**config.mk**
```make
export PLATFORM = sky130hd
export DESIGN_NAME = wtpg_div_cell
export DESIGN_NICKNAME = d
export VERILOG_FILES = /design/src/rtl/wave_table_point_generator_core_defines.svh /design/src/rtl/wtpg_div_cell.sv
export SDC_FILE = /design/constraint.sdc
export NUM_CORES = 1
export LEC_CHECK = 0
export ABC_AREA = 1
export BUFFER_PORTS_ARGS = -buffer_cell sky130_fd_sc_hd__buf_4
export CORE_MARGIN = 10
export CORE_UTILIZATION = 53
export DETAILED_ROUTE_END_ITERATION = 7
export GPL_ROUTABILITY_DRIVEN = 0
export PLACE_DENSITY = 0.78
export SLEW_MARGIN = 25
export SYNTH_ARGS = -nofsm -noshare
export SYNTH_HDL_FRONTEND = slang
export SYNTH_SLANG_ARGS = --single-unit
```
**constraint.sdc**
```tcl
create_clock -name clk -period 0.9 [get_ports clk]
set_clock_uncertainty 0.1 [all_clocks]
set_input_delay 0.135 -clock clk [delete_from_list [all_inputs] [get_ports clk]]
set_output_delay 0.135 -clock clk [all_outputs]
set_load 0.005 [all_outputs]
```
**src/rtl/wave_table_point_generator_core_defines.svh**
```systemverilog
// Assertion macros shared by the wave table point generator RTL.
`ifndef WAVE_TABLE_POINT_GENERATOR_CORE_DEFINES_SVH
`define WAVE_TABLE_POINT_GENERATOR_CORE_DEFINES_SVH

// Same-cycle implication, sampled on clk, off while arst_n is low.
`define WTPG_ASSERT_NOW(label, cond, expr) \
	label: assert property (@(posedge clk) disable iff (!arst_n) (cond) |-> (expr)) \
		else $error("wtpg: same-cycle check failed");

// Next-cycle implication, sampled on clk, off while arst_n is low.
`define WTPG_ASSERT_NEXT(label, cond, expr) \
	label: assert property (@(posedge clk) disable iff (!arst_n) (cond) |=> (expr)) \
		else $error("wtpg: next-cycle check failed");

`endif

```
**src/rtl/wtpg_div_cell.sv**
```systemverilog
// One restoring division step: shifts a numerator bit into the remainder.
module wtpg_div_cell #(
	parameter int NUM_W  = 2,
	parameter int DIV_W  = 17,
	parameter int SIDE_W = 1
) (
	input  logic              clk,
	input  logic              arst_n,
	input  logic              en,
	input  logic              valid_i,
	input  logic [DIV_W-1:0]  divisor,
	input  logic [DIV_W-1:0]  rem_i,
	input  logic [NUM_W-1:0]  num_i,
	input  logic [SIDE_W-1:0] side_i,
	output logic              valid_o,
	output logic [DIV_W-1:0]  rem_o,
	output logic [NUM_W-1:0]  num_o,
	output logic [SIDE_W-1:0] side_o
);

	logic [DIV_W:0]    rem_sh;
	logic [DIV_W:0]    rem_dif;
	logic              ge;
	logic              valid_q;
	logic [DIV_W-1:0]  rem_q;
	logic [NUM_W-1:0]  num_q;
	logic [SIDE_W-1:0] side_q;

	always_comb begin
		rem_sh  = {rem_i, num_i[NUM_W-1]};
		ge      = rem_sh >= {1'b0, divisor};
		rem_dif = rem_sh - {1'b0, divisor};
	end

	always_ff @(posedge clk or negedge arst_n) begin
		if (!arst_n) begin
			valid_q <= 1'b0;
		end else if (en) begin
			valid_q <= valid_i;
		end
	end

	// quotient bits enter at the bottom as the numerator leaves at the top
	always_ff @(posedge clk) begin
		if (en) begin
			rem_q  <= ge ? rem_dif[DIV_W-1:0] : rem_sh[DIV_W-1:0];
			num_q  <= {num_i[NUM_W-2:0], ge};
			side_q <= side_i;
		end
	end

	assign valid_o = valid_q;
	assign rem_o   = rem_q;
	assign num_o   = num_q;
	assign side_o  = side_q;

endmodule

```
==> results.json, run 1 <==
{
  "outcome": "did not finish",
  "haltStage": "global routing (5_1_grt)",
  "stop_error": "[ERROR DPL-0038] Utilization greater than 100%, impossible to legalize",
  "worstEndpointGrtRepair": "rem_o[15]$_DFFE_PP_/D",
  "yosysWarnings": 0,
  "syn_avg_cell_area_um2": 6.57,
  "synthesis.area_mm2": 0.00212,
  "cts_buffers": 3,
  "synth.most_common_cell": "nand2_1",
  "synthTopCellsByCount": "nand2_1 (125), inv_1 (64), nand3_1 (32), edfxtp_1 (20), ha_1 (17)",
  "synthArstFlopShare_pct": 4.76,
  "synth_largest_area_cell": "edfxtp_1",
  "grt_max_degree": 14,
  "ys_ff_latch": 21,
  "synth_edf_count": 20,
  "die_x_um": 83.3,
  "ys_types": 25,
  "placed_area_mm2": 0.00321,
  "yosysSeqAreaShare_pct": 29.5,
  "netlist_top_cells_area": "edfxtp_1 (28%), nand2_1 (22%), inv_1 (11%), ha_1 (10%), nand3_1 (7.6%)",
  "num_rows": 22,
  "port_buffers": 61,
  "start_util_pct": 56.2,
  "htree_levels": 1,
  "synth_flop_cell": "edfxtp_1",
  "ios": 62,
  "netlist_instances": 323,
  "die_h_um": 83.3,
  "cts_buffer_depth": 2,
  "clock-sinks": 21,
  "synth.top_cell.area_share_pct": 28.3,
  "worst-ep-kind": "register input",
  "synth_nets": 382,
  "ctsRootBufferMaster": "clkbuf_8",
  "post-dp-hpwl_um": 5620
}
[logic make-up after synthesis]
group                      Yosys count  share of synthesized area, %
xor gates and xnor gates             7                          2.89
muxes                                1                         0.531
and+or+nand+nor                    192                          39.5
DFF                                 21                          29.5
adders and majority gates           18                          11.0
AOI/OAI and AO/OA                   12                          3.01
buffers and inverters               72                          13.6
[per-stage QoR]
stage / setup TNS (ns) / instances / setup WS [ns]
after floorplan: -13.68 / 323 / -0.797
after global placement: -16.34 / 466 / -0.965
after detailed placement: -17.26 / 466 / -1.03
after CTS: -13.39 / 493 / -0.629
[what timing repair did]
item                                    in CTS
resized for setup                           52
cloned                                       3
endpoints found under the setup margin      39
pin swaps                                   29
hold buffers                                 3
endpoints found under the hold margin        3
buffers inserted                            17
==> run 2: changes to the inputs <==
- CORE_UTILIZATION: 53 -> 40
- PLACE_DENSITY: 0.78 -> not set
- PLACE_DENSITY_LB_ADDON: not set -> 0.15
==> results.json, run 2 <==
{
  "fp.dieArea_mm2": 0.00861,
  "ios": 62,
  "die_x_um": 92.8,
  "min_to": "valid_o$_DFFE_PN0P_",
  "tightestPinTransition_ns": 0.262,
  "comb_power_share_pct": 53.5,
  "drv_slew": 0,
  "critPathRequiredTime_ns": 0.95,
  "tritoncts": "built",
  "r2r_cells": 1,
  "viasPerCell": 4.77,
  "port_buffers": 61,
  "ys_types": 25,
  "antenna_found_initial": 0,
  "avgRoutedWirePerCell_um": 14.1,
  "grt_pass1_wl_um": 11300,
  "p_leak_nw": 1.96,
  "cap_violations": 0,
  "relSlewSlack_pct": 82.5,
  "synthArstFlopShare_pct": 4.76,
  "power_density_mw_per_mm2": 1090,
  "regToRegSetupSlack_ns": 0.05,
  "regArea_um2": 626,
  "layout_min_cycle_time_ns": 1.61,
  "path_clk_slew_ns": 0.09,
  "layout_setup_ws_ns": -0.705,
  "mostFrequentLayoutCell": "buf_4",
  "dr.first_iter.drc_count": 149,
  "ys_ff_latch": 21,
  "synth_edf_count": 20,
  "grtUsageTotal_pct": 15.7,
  "largest_register_ffs": 17,
  "synthesis.area_mm2": 0.00212,
  "arrival_ns": 1.65,
  "synthTopCellsByCount": "nand2_1 (125), inv_1 (64), nand3_1 (32), edfxtp_1 (20), ha_1 (17)",
  "seqPwrFrac_pct": 30.6,
  "hold_slack_ns": 0.00112,
  "r2r-end": "valid_o$_DFFE_PN0P_",
  "clk_latency_ns": 0.26,
  "synth_adder_area_share_pct": 11.0,
  "cpPeakStageDelay_ns": 0.39,
  "wl_um": 7350,
  "die_h_um": 92.8,
  "cp_top_family": "simple AND/OR/NAND/NOR gates",
  "n_antenna_cell": 0,
  "synth.most_common_cell": "nand2_1",
  "path_buf_inv": 4,
  "tns_ns": -13.89,
  "post-dp-hpwl_um": 5240,
  "num_rows": 26,
  "path_max_fanout": 4,
  "clock-sinks": 21,
  "first_global_vias": 2482,
  "hold_depth": 2,
  "drive_gt1_share_pct": 56.5,
  "cp-start-kind": "primary input",
  "netlist_top_cells_area": "edfxtp_1 (28%), nand2_1 (22%), inv_1 (11%), ha_1 (10%), nand3_1 (7.6%)",
  "synth_xor_xnor_area_share_pct": 2.89,
  "yosys.area_share.simple_pct": 39.5,
  "multi_input_area_mm2": 0.00177,
  "fmax_mhz": 623,
  "rr_startpoint": "valid_o$_DFFE_PN0P_",
  "drc": 0,
  "ir_drop_mv": 0.621,
  "switching_share_pct": 35.9,
  "cellInternalPower_mw": 2.69,
  "vias": 2497,
  "synth.top_cell.area_share_pct": 28.3,
  "grt_overflow": 0,
  "cp-end-kind": "register",
  "finalCritPeriodShare_pct": 178,
  "syn_avg_cell_area_um2": 6.57,
  "num-nets-final": 513,
  "fill_cells": 374,
  "drtAntennaViolNets": 0,
  "cts_buffer_depth": 2,
  "first_pass_iters": 4,
  "muxShareOfSynthArea_pct": 0.531,
  "hold_viol": 0,
  "final_cell_mix": "buf_4 (108), nand2_1 (85), inv_1 (45)",
  "ctsRootBufferMaster": "clkbuf_8",
  "hp-start": "valid_i",
  "netlist_instances": 323,
  "critPathSlowestCell": "fa_2",
  "synth_top_family_by_area": "simple AND/OR/NAND/NOR gates",
  "power_mw": 4.20,
  "synth_compound_area_share_pct": 3.01,
  "synth_nets": 382,
  "cts_buffers": 3,
  "synth_largest_area_cell": "edfxtp_1",
  "grt_max_degree": 13,
  "start_util_pct": 41.3,
  "hold_path.class": "primary input to register",
  "outcome": "finished, violations left",
  "synth_flop_cell": "edfxtp_1",
  "finalSetupViolCount": 39,
  "path_class": "primary input to register",
  "core_mm2": 0.00514,
  "yosysSeqAreaShare_pct": 29.5,
  "yosysWarnings": 0,
  "power_switching_mw": 1.51,
  "clockPowerShare_pct": 16.0,
  "areaGrowthSynthToFinish_pct": 81.9,
  "worstPathCellList": "buf_8 -> inv_4 -> ha_4 -> inv_4 -> fa_2 -> nand3_2 -> nand3_4 -> nand2_2 -> nand2_2 -> nand2_2 -> buf_4 -> nand3_1 -> nand2_1 -> nand2_1 -> nand2_1",
  "rsz0062_at_grt": "yes",
  "htree_levels": 1,
  "violations": "negative setup slack"
}
-- run 2: metrics by stage --
step	setup slack, ns	instances	util (%)	instance area, µm²
final	-0.705	523	75.1	3860
after CTS	-0.647	516	70.3	3610
after detailed placement	-1.05	494	63.8	3280
after global routing	-0.780	523	75.1	3860
after floorplan	-0.797	323	-	2420
after global placement	-0.976	494	63.8	3280
-- run 2: final cells by class --
| class | instances | area share [%] |
|---|---|---|
| Clock inverter | 1 | 0.130 |
| Sequential cell | 21 | 16.2 |
| Timing Repair Buffer | 128 | 27.5 |
| Tap cell | 70 | 2.27 |
| Multi-Input combinational cell | 232 | 45.8 |
| Inverter | 68 | 7.04 |
| Clock buffer | 3 | 1.07 |
-- run 2: power groups by stage --
stage / Sequential [mW] / Clock [mW] / Combinational, mW
after global placement: 1.30 / 0 / 1.78
after global routing: 1.29 / 0.692 / 2.46
after CTS: 1.28 / 0.675 / 2.00
after detailed placement: 1.30 / 0 / 1.81
final: 1.28 / 0.670 / 2.24
after floorplan: 1.32 / 0 / 0.994
-- run 2: cells by family (layout without fill, tap and decap cells) --
| logic type | after synthesis | after routing |
|---|---|---|
| XOR/XNOR | 7 | 7 |
| flip-flops | 21 | 21 |
| AO/OA/AOI/OAI | 12 | 12 |
| multiplexers | 1 | 1 |
| buffers and inverters | 72 | 200 |
| AND/OR/NAND/NOR | 192 | 194 |
| adder cells (fa/ha/maj) | 18 | 18 |
-- run 2: routing by layer --
layer	up-vias	global-route usage, %	wire [µm]	part of all wire, %
met5	-	0	0	0
met4	0	6.43	272	3.7
met3	20	2.42	398	5.4
met2	87	27.1	3600	49
met1	1128	19.0	3080	42
li1	1262	-	-	-
-- run 2: how the worst max path moves through the flow --
stage,startpoint,endpoint,slack (ns),depth (start not counted)
3_3_place_gp,num_i[1],rem_o[16]$_DFFE_PP_,-0.98,15
3_5_place_dp,num_i[1],rem_o[16]$_DFFE_PP_,-1.05,15
2_1_floorplan,rem_i[1],rem_o[5]$_DFFE_PP_,-0.80,10
5_1_grt,num_i[1],rem_o[16]$_DFFE_PP_,-0.78,15
4_1_cts,num_i[1],rem_o[16]$_DFFE_PP_,-0.65,15
6_report,num_i[1],rem_o[14]$_DFFE_PP_,-0.71,15
-- run 2: repair_timing --
| item | CTS | global route |
|---|---|---|
| resized for setup | 39 | 64 |
| hold buffers | 3 | 0 |
| setup endpoints to repair | 39 | 39 |
| buffers inserted | 14 | 7 |
| gates cloned | 2 | 0 |
| hold endpoints to repair | 4 | 0 |
| pin swaps | 32 | 24 |
No activity file was read; power rests on OpenSTA's default activity.
