<file path="src/rtl/wave_table_point_generator_core_defines.svh">
// Assertion macros shared by the wave table point generator RTL.
`ifndef WAVE_TABLE_POINT_GENERATOR_CORE_DEFINES_SVH
`define WAVE_TABLE_POINT_GENERATOR_CORE_DEFINES_SVH

// Same-cycle implication, sampled on clk, off while arst_n is low.
`define WTPG_ASSERT_NOW(label, cond, expr) \
	label: assert property (@(posedge clk) disable iff (!arst_n) (cond) |-> (expr)) \
		else $error("wtpg: same-cycle check failed");

// Next-cycle implication, sampled on clk, off while arst_n is low.
`define WTPG_ASSERT_NEXT(label, cond, expr) \
	label: assert property (@(posedge clk) disable iff (!arst_n) (cond) |=> (expr)) \
		else $error("wtpg: next-cycle check failed");

`endif

</file>
<file path="src/rtl/wtpg_pkg.sv">
// Types and constants of the wave table point generator.
package wtpg_pkg;

	localparam int INDEX_BITS_DEF          = 16;
	localparam int LEVEL_FRACTION_BITS_DEF = 24;

	localparam int CFG_INDEX_W = 3;
	localparam int CFG_DATA_W  = 32;
	localparam int PERIOD_W    = 17;
	localparam int OFFSET_W    = 16;
	localparam int SAMPLE_W    = 32;

	// Q30 fixed point used by the sine path
	localparam int Q_FRAC = 30;
	localparam int U_W    = Q_FRAC + 1;
	localparam int X_W    = 31;
	localparam int X2_W   = 32;
	localparam int B_W    = 31;

	localparam logic [U_W-1:0] Q30_ONE     = U_W'(1) << Q_FRAC;
	localparam logic [X_W-1:0] HALF_PI_Q30 = 31'd1686629713;

	localparam int TAYLOR_TERMS = 7;

	localparam logic [PERIOD_W-1:0]        PERIOD_RST = 17'd1024;
	localparam logic signed [SAMPLE_W-1:0] HIGH_RST   = 32'sd32767;
	localparam logic signed [SAMPLE_W-1:0] S16_MIN    = -32'sd32768;
	localparam logic signed [SAMPLE_W-1:0] S16_MAX    = 32'sd32767;
	localparam logic signed [SAMPLE_W-1:0] S32_MIN    = 32'sh8000_0000;
	localparam logic signed [SAMPLE_W-1:0] S32_MAX    = 32'sh7fff_ffff;

	typedef enum logic [CFG_INDEX_W-1:0] {
		REG_WAVE_KIND     = 3'd0,
		REG_OUT_FORMAT    = 3'd1,
		REG_PERIOD_LENGTH = 3'd2,
		REG_START_OFFSET  = 3'd3,
		REG_LOW_LEVEL     = 3'd4,
		REG_HIGH_LEVEL    = 3'd5
	} cfg_reg_t;

	typedef enum logic {
		WAVE_SINE     = 1'b0,
		WAVE_TRIANGLE = 1'b1
	} wave_kind_t;

	typedef enum logic {
		FMT_S16 = 1'b0,
		FMT_S32 = 1'b1
	} out_format_t;

endpackage

</file>
<file path="src/rtl/wtpg_taylor_cell.sv">
// One bracket of the nested sine polynomial: b <= 1 - x2*b / (2k(2k+1)).
module wtpg_taylor_cell #(
	parameter int K      = 7,
	parameter int SIDE_W = 1
) (
	input  logic                     clk,
	input  logic                     arst_n,
	input  logic                     en,
	input  logic                     valid_i,
	input  logic [wtpg_pkg::X_W-1:0]  x_i,
	input  logic [wtpg_pkg::X2_W-1:0] x2_i,
	input  logic [wtpg_pkg::B_W-1:0]  b_i,
	input  logic [SIDE_W-1:0]         side_i,
	output logic                     valid_o,
	output logic [wtpg_pkg::X_W-1:0]  x_o,
	output logic [wtpg_pkg::X2_W-1:0] x2_o,
	output logic [wtpg_pkg::B_W-1:0]  b_o,
	output logic [SIDE_W-1:0]         side_o
);

	import wtpg_pkg::*;

	localparam int          DEN    = 2 * K * (2 * K + 1);
	localparam int          SHIFT  = 31 + $clog2(DEN);
	localparam logic [63:0] M_WIDE = (64'd1 << SHIFT) / DEN;
	localparam logic [31:0] RECIP  = M_WIDE[31:0];

	logic [62:0] prod_x2b;
	logic [63:0] prod_rcp;
	logic [31:0] qd;
	logic [31:0] rem;
	logic [31:0] quo;

	logic              valid_s1, valid_s2, valid_s3;
	logic [X_W-1:0]    x_s1, x_s2, x_s3;
	logic [X2_W-1:0]   x2_s1, x2_s2, x2_s3;
	logic [SIDE_W-1:0] side_s1, side_s2, side_s3;
	logic [31:0]       y_s1, y_s2;
	logic [31:0]       q0_s2;
	logic [B_W-1:0]    b_s3;

	always_comb begin
		prod_x2b = 63'(x2_i) * 63'(b_i);
		prod_rcp = 64'(y_s1) * 64'(RECIP);
		// reciprocal estimate is low by at most one
		qd       = q0_s2 * 32'(DEN);
		rem      = y_s2 - qd;
		quo      = (rem >= 32'(DEN)) ? q0_s2 + 32'd1 : q0_s2;
	end

	always_ff @(posedge clk or negedge arst_n) begin
		if (!arst_n) begin
			valid_s1 <= 1'b0;
			valid_s2 <= 1'b0;
			valid_s3 <= 1'b0;
		end else if (en) begin
			valid_s1 <= valid_i;
			valid_s2 <= valid_s1;
			valid_s3 <= valid_s2;
		end
	end

	always_ff @(posedge clk) begin
		if (en) begin
			y_s1    <= prod_x2b[61:30];
			x_s1    <= x_i;
			x2_s1   <= x2_i;
			side_s1 <= side_i;

			q0_s2   <= 32'(prod_rcp >> SHIFT);
			y_s2    <= y_s1;
			x_s2    <= x_s1;
			x2_s2   <= x2_s1;
			side_s2 <= side_s1;

			b_s3    <= B_W'(32'(Q30_ONE) - quo);
			x_s3    <= x_s2;
			x2_s3   <= x2_s2;
			side_s3 <= side_s2;
		end
	end

	assign valid_o = valid_s3;
	assign x_o     = x_s3;
	assign x2_o    = x2_s3;
	assign b_o     = b_s3;
	assign side_o  = side_s3;

endmodule

</file>
<file path="config.mk">
export PLATFORM = sky130hd
export DESIGN_NAME = wtpg_taylor_cell
export DESIGN_NICKNAME = d
export VERILOG_FILES = /design/src/rtl/wave_table_point_generator_core_defines.svh /design/src/rtl/wtpg_pkg.sv /design/src/rtl/wtpg_taylor_cell.sv
export SDC_FILE = /design/constraint.sdc
export NUM_CORES = 2
export LEC_CHECK = 0
export BUFFER_PORTS_ARGS = -buffer_cell sky130_fd_sc_hd__buf_4
export CORE_MARGIN = 1.5
export CORE_UTILIZATION = 65
export DETAILED_ROUTE_END_ITERATION = 16
export PLACE_DENSITY = 0.82
export SLEW_MARGIN = 20
export SYNTH_ARGS = -nofsm -noshare
export SYNTH_HDL_FRONTEND = slang
export SYNTH_SLANG_ARGS = --single-unit
</file>
<file path="constraint.sdc">
create_clock -name clk -period 10.5 [get_ports clk]
set_input_delay 2.1 -clock clk [delete_from_list [all_inputs] [get_ports clk]]
set_output_delay 2.1 -clock clk [all_outputs]
set_load 0.1 [all_outputs]
</file>
==> results.md <==
| Parameter | This run | Unit |
|:---|:---|:---|
| Leading cell types in the layout, fill and taps excluded | 1,361 x sky130_fd_sc_hd__inv_1, 1,105 x sky130_fd_sc_hd__fa_1, 853 x sky130_fd_sc_hd__nand2_1, 681 x sky130_fd_sc_hd__ha_1, 311 x sky130_fd_sc_hd__edfxtp_1 | - |
| Num ports | 195 | - |
| Synthesized net count | 7,521 | - |
| Synthesis-to-finish area growth | 7.09 | % |
| Violation count after the first detailed-routing iteration | 2,990 | - |
| Post-route fraction of the period consumed by the critical path | 96.0 | % |
| Die Height | 298 | microns |
| Number of max-slew violations in the final report | 0 | - |
| Hold WS | 0.416 | ns |
| Most used flip-flop cell after synthesis | sky130_fd_sc_hd__edfxtp_1 | - |
| Vias per cell | 5.74 | - |
| Required time of the critical path | 10.82 | ns |
| Met2 routing resource usage after global routing | 53.4 | % |
| Worst hold endpoint | x_s2[3] | - |
| Wire length of the first global-routing pass | 227 | mm |
| Slowest-stage cell, CP | sky130_fd_sc_hd__fa_1 | - |
| # nets final | 7,635 | - |
| Startpoint kind of the worst setup timing path | input port | - |
| Run status | completed | - |
| Cell area after technology mapping | 56,600 | sq um |
| Total of endpoints with negative setup slack in the final report | 0 | - |
| Post-DP HPWL | 117 | mm |
| Final-layout fill cell count | 6,294 | - |
| Number of antenna violations at the first check in global routing | 1 | - |
| Standard cell core area | 86,500 | sq um |
| Count of buffers inserted at the top-level ports | 194 | - |
| Number of remaining DRC errors | 0 | - |
| Path class of the lowest-slack min-delay path | reg2reg | - |
| Classification of the worst setup path | in2reg | - |
| R2r endpoint | b_o[6] | - |
| Worst reg2reg setup slack | 0.49 | ns |
| Overall via count from detail_route | 39,800 | - |
| Tightest slew margin relative to the limit | 29.2 | % |
| Initial core utilization | 65.4 | % |
| Finished Layout Cells | 6,932 | - |
| CP bufs+invs | 9 | - |
| Clock edge transition at the registers on the reported setup and hold paths | 0.06 | ns |
| Length in cells of the worst reg-to-reg path | 39 | - |
| FMAX | 99.2 | MHz |
| Number of buffers created by CTS | 37 | - |
| Clock sink total | 314 | - |
| Aggregate global routing overflow | 0 | - |
| Wirelength per Cell | 20.2 | microns |
| Transition time at the pin with the least slew margin | 1.04 | ns |
| Final critical delay including setup and external delays | 10.08 | ns |
| Insertion delay to the later sink of the worst-skew pair | 0.59 | ns |
| Hold path depth | 0 | - |
| Largest buffer count on any clock path | 3 | - |
| Area share of the largest cell type after synthesis | 39.1 | % |
| Number of global-route vias before repair | 43,100 | - |
| Maximum clock skew at final layout | 0.0271 | ns |
| Netlist cell types | 88 | - |
| Post-synthesis sequential element count | 314 | - |
| Number of max-cap violations | 0 | - |
| Mean instance size in the synthesized netlist | 10.0 | sq um |
| Area occupied by multi-input gates | 41,200 | sq um |
| Share of the yosys chip area belonging to registers | 16.6 | % |
| Hold-fix buffers, CTS | 0 | - |
| Critical path arrival | 10.39 | ns |
| Routability congestion estimate | 0.958 | - |
| Most common cell after layout, fill and taps aside | sky130_fd_sc_hd__inv_1 | - |
| Most area-hungry cell type in the Yosys netlist | sky130_fd_sc_hd__fa_1 | - |
| M1 GR Usage | 43.8 | % |
| Routed wire length | 140 | mm |
| Number of rows in the core area | 108 | - |
| Synth warnings | 0 | - |
| Clk Tree Root Cell | sky130_fd_sc_hd__clkbuf_16 | - |
| Worst hold start | x_s1[3] | - |
| Synthesized instance count | 5,636 | - |
| Cells after DPL | 6,861 | - |
| GR Util All Layers | 32.7 | % |
| Startpoint of the most critical register-to-register path | q0_s2[2] | - |
| Residual antenna-violating net count after detailed routing | 0 | - |
| Endpoint class of the critical path | register | - |
| Share of layout cells above drive strength 1 | 6.56 | % |
| CP Max Fanout | 20 | - |
| Die area | 88,800 | sq um |
| Highest cell delay on the worst timing path | 0.52 | ns |
| Number of synthesized flops with an enable pin | 311 | - |
| Most Frequent Cell on Critical Path | sky130_fd_sc_hd__fa_1 | - |
| Maximum number of pins on one net before global-route repair | 172 | - |
| Sequential Area | 9410 | sq um |
| TritonCTS clock tree | done | - |
| GR Util met3 | 6.28 | % |
| Share of synthesized registers carrying an async set or reset | 0.955 | % |
| Synth area leaders | sky130_fd_sc_hd__fa_1 39%, sky130_fd_sc_hd__edfxtp_1 17%, sky130_fd_sc_hd__ha_1 15% | - |
| Dominant delay contributor by cell family on the critical path | adder cells | - |
| Count of TritonRoute iterations in the first routing pass | 6 | - |
| Number of diodes | 0 | - |
| Final count of hold timing violations | 0 | - |
| Width of the die | 298 | microns |
| CTS H-tree lvls | 2 | - |
| Most utilized layer in the global route result | met2 | - |
how the worst max path moves through the flow:
stage | cells past startpoint | start | slack [ns] | endpoint
floorplan | 30 | b_i[4] | 0.66 | y_s1[28]
detailed placement | 33 | b_i[5] | -0.03 | y_s1[28]
CTS | 36 | q0_s2[2] | 0.44 | b_o[26]
global route | 43 | q0_s2[5] | -0.11 | b_o[6]
finish | 33 | b_i[5] | 0.42 | y_s1[28]
global placement | 33 | b_i[5] | 0.23 | y_s1[28]
layer usage:
metal	vias to the layer above	part of all wire [%]
met2	1912	47
met3	360	9.9
met4	0	4.0
li1	17500	-
met1	20000	39
met5	-	0
worst reg2reg max path: cells and delay by family (launching register included):
kind                       cells  cell delay (ns)
buffers and inverters          8             0.91
muxes                          1             0.35
xor gates and xnor gates       3             0.47
adders and majority gates      7             2.58
and+or+nand+nor                6             1.37
DFF                            1             0.61
AOI/OAI and AO/OA             14             3.46
per-stage QoR:
step | setup TNS, ns | setup WS (ns) | area [sq um] | util (%)
floorplan | 0 | 0.662 | 56600 | -
global placement | 0 | 0.227 | 59400 | 68.6
detailed placement | -0.0325 | -0.0261 | 59400 | 68.6
CTS | 0 | 0.442 | 60600 | 70.0
global route | -0.113 | -0.113 | 60600 | 70.1
finish | 0 | 0.423 | 60600 | 70.1
sequential cells by signal, summed over array words and instances (netlist names), 25 cells and up:
| name | count |
|---|---|
| y_s2 | 31 |
| x2_o | 32 |
| b_o | 31 |
| x_o | 31 |
| x_s2 | 31 |
| x2_s1 | 32 |
| q0_s2 | 25 |
| y_s1 | 32 |
| x_s1 | 31 |
| x2_s2 | 32 |
Yosys cell counts, types with 4 or more instances:
| master | n |
|---|---|
| sky130_fd_sc_hd__o211ai_1 | 11 |
| sky130_fd_sc_hd__nor4_1 | 7 |
| sky130_fd_sc_hd__o2111ai_1 | 5 |
| sky130_fd_sc_hd__nor2b_1 | 25 |
| sky130_fd_sc_hd__ha_1 | 681 |
| sky130_fd_sc_hd__o21a_1 | 21 |
| sky130_fd_sc_hd__nand2b_1 | 20 |
| sky130_fd_sc_hd__a211oi_1 | 14 |
| sky130_fd_sc_hd__a21o_1 | 75 |
| sky130_fd_sc_hd__a21oi_1 | 107 |
| sky130_fd_sc_hd__a41oi_1 | 12 |
| sky130_fd_sc_hd__mux2_2 | 5 |
| sky130_fd_sc_hd__and3_1 | 20 |
| sky130_fd_sc_hd__edfxtp_1 | 311 |
| sky130_fd_sc_hd__fa_1 | 1105 |
| sky130_fd_sc_hd__nand3_1 | 41 |
| sky130_fd_sc_hd__a211o_1 | 6 |
| sky130_fd_sc_hd__o21ai_1 | 6 |
| sky130_fd_sc_hd__and4_1 | 6 |
| sky130_fd_sc_hd__or4_1 | 4 |
| sky130_fd_sc_hd__xor2_1 | 45 |
| sky130_fd_sc_hd__a221o_1 | 5 |
| sky130_fd_sc_hd__o211a_1 | 4 |
| sky130_fd_sc_hd__a2111oi_0 | 6 |
| sky130_fd_sc_hd__or2_2 | 8 |
| sky130_fd_sc_hd__inv_1 | 1361 |
| sky130_fd_sc_hd__or3_1 | 9 |
| sky130_fd_sc_hd__xnor2_1 | 101 |
| sky130_fd_sc_hd__o221ai_1 | 4 |
| sky130_fd_sc_hd__o21ai_0 | 64 |
| sky130_fd_sc_hd__a31oi_1 | 16 |
| sky130_fd_sc_hd__nand4_1 | 30 |
| sky130_fd_sc_hd__mux2i_1 | 6 |
| sky130_fd_sc_hd__nor2_1 | 88 |
| sky130_fd_sc_hd__o31ai_1 | 8 |
| sky130_fd_sc_hd__nor3_1 | 33 |
| sky130_fd_sc_hd__a32oi_1 | 4 |
| sky130_fd_sc_hd__clkbuf_1 | 210 |
| sky130_fd_sc_hd__nor3b_1 | 6 |
| sky130_fd_sc_hd__o21bai_1 | 19 |
| sky130_fd_sc_hd__nand2_1 | 853 |
| sky130_fd_sc_hd__and2_1 | 206 |
final cells by class:
class | count | area share (%)
Clock buffer | 42 | 1.56
Clock inverter | 24 | 0.407
Inverter | 1361 | 8.43
Multi-Input combinational cell | 3747 | 68.1
Sequential cell | 314 | 15.5
Tap cell | 1155 | 2.38
Timing Repair Buffer | 289 | 3.61
cells by family after synthesis:
| group | after synthesis | synth area share, % |
|---|---|---|
| compound gates | 428 | 5.16 |
| xor+xnor | 146 | 2.26 |
| fa+ha+maj | 1786 | 54.2 |
| buf+inv | 1575 | 10.5 |
| flops | 314 | 16.6 |
| mux | 11 | 0.206 |
| simple gates | 1376 | 11.1 |
what timing repair did:
item	CTS	global route
gates resized for setup	0	1
setup endpoints to repair	0	16
setup buffers	0	5
Power is not shown: default switching activity piles up to over one toggle a cycle in this logic, so the estimate is an artifact.
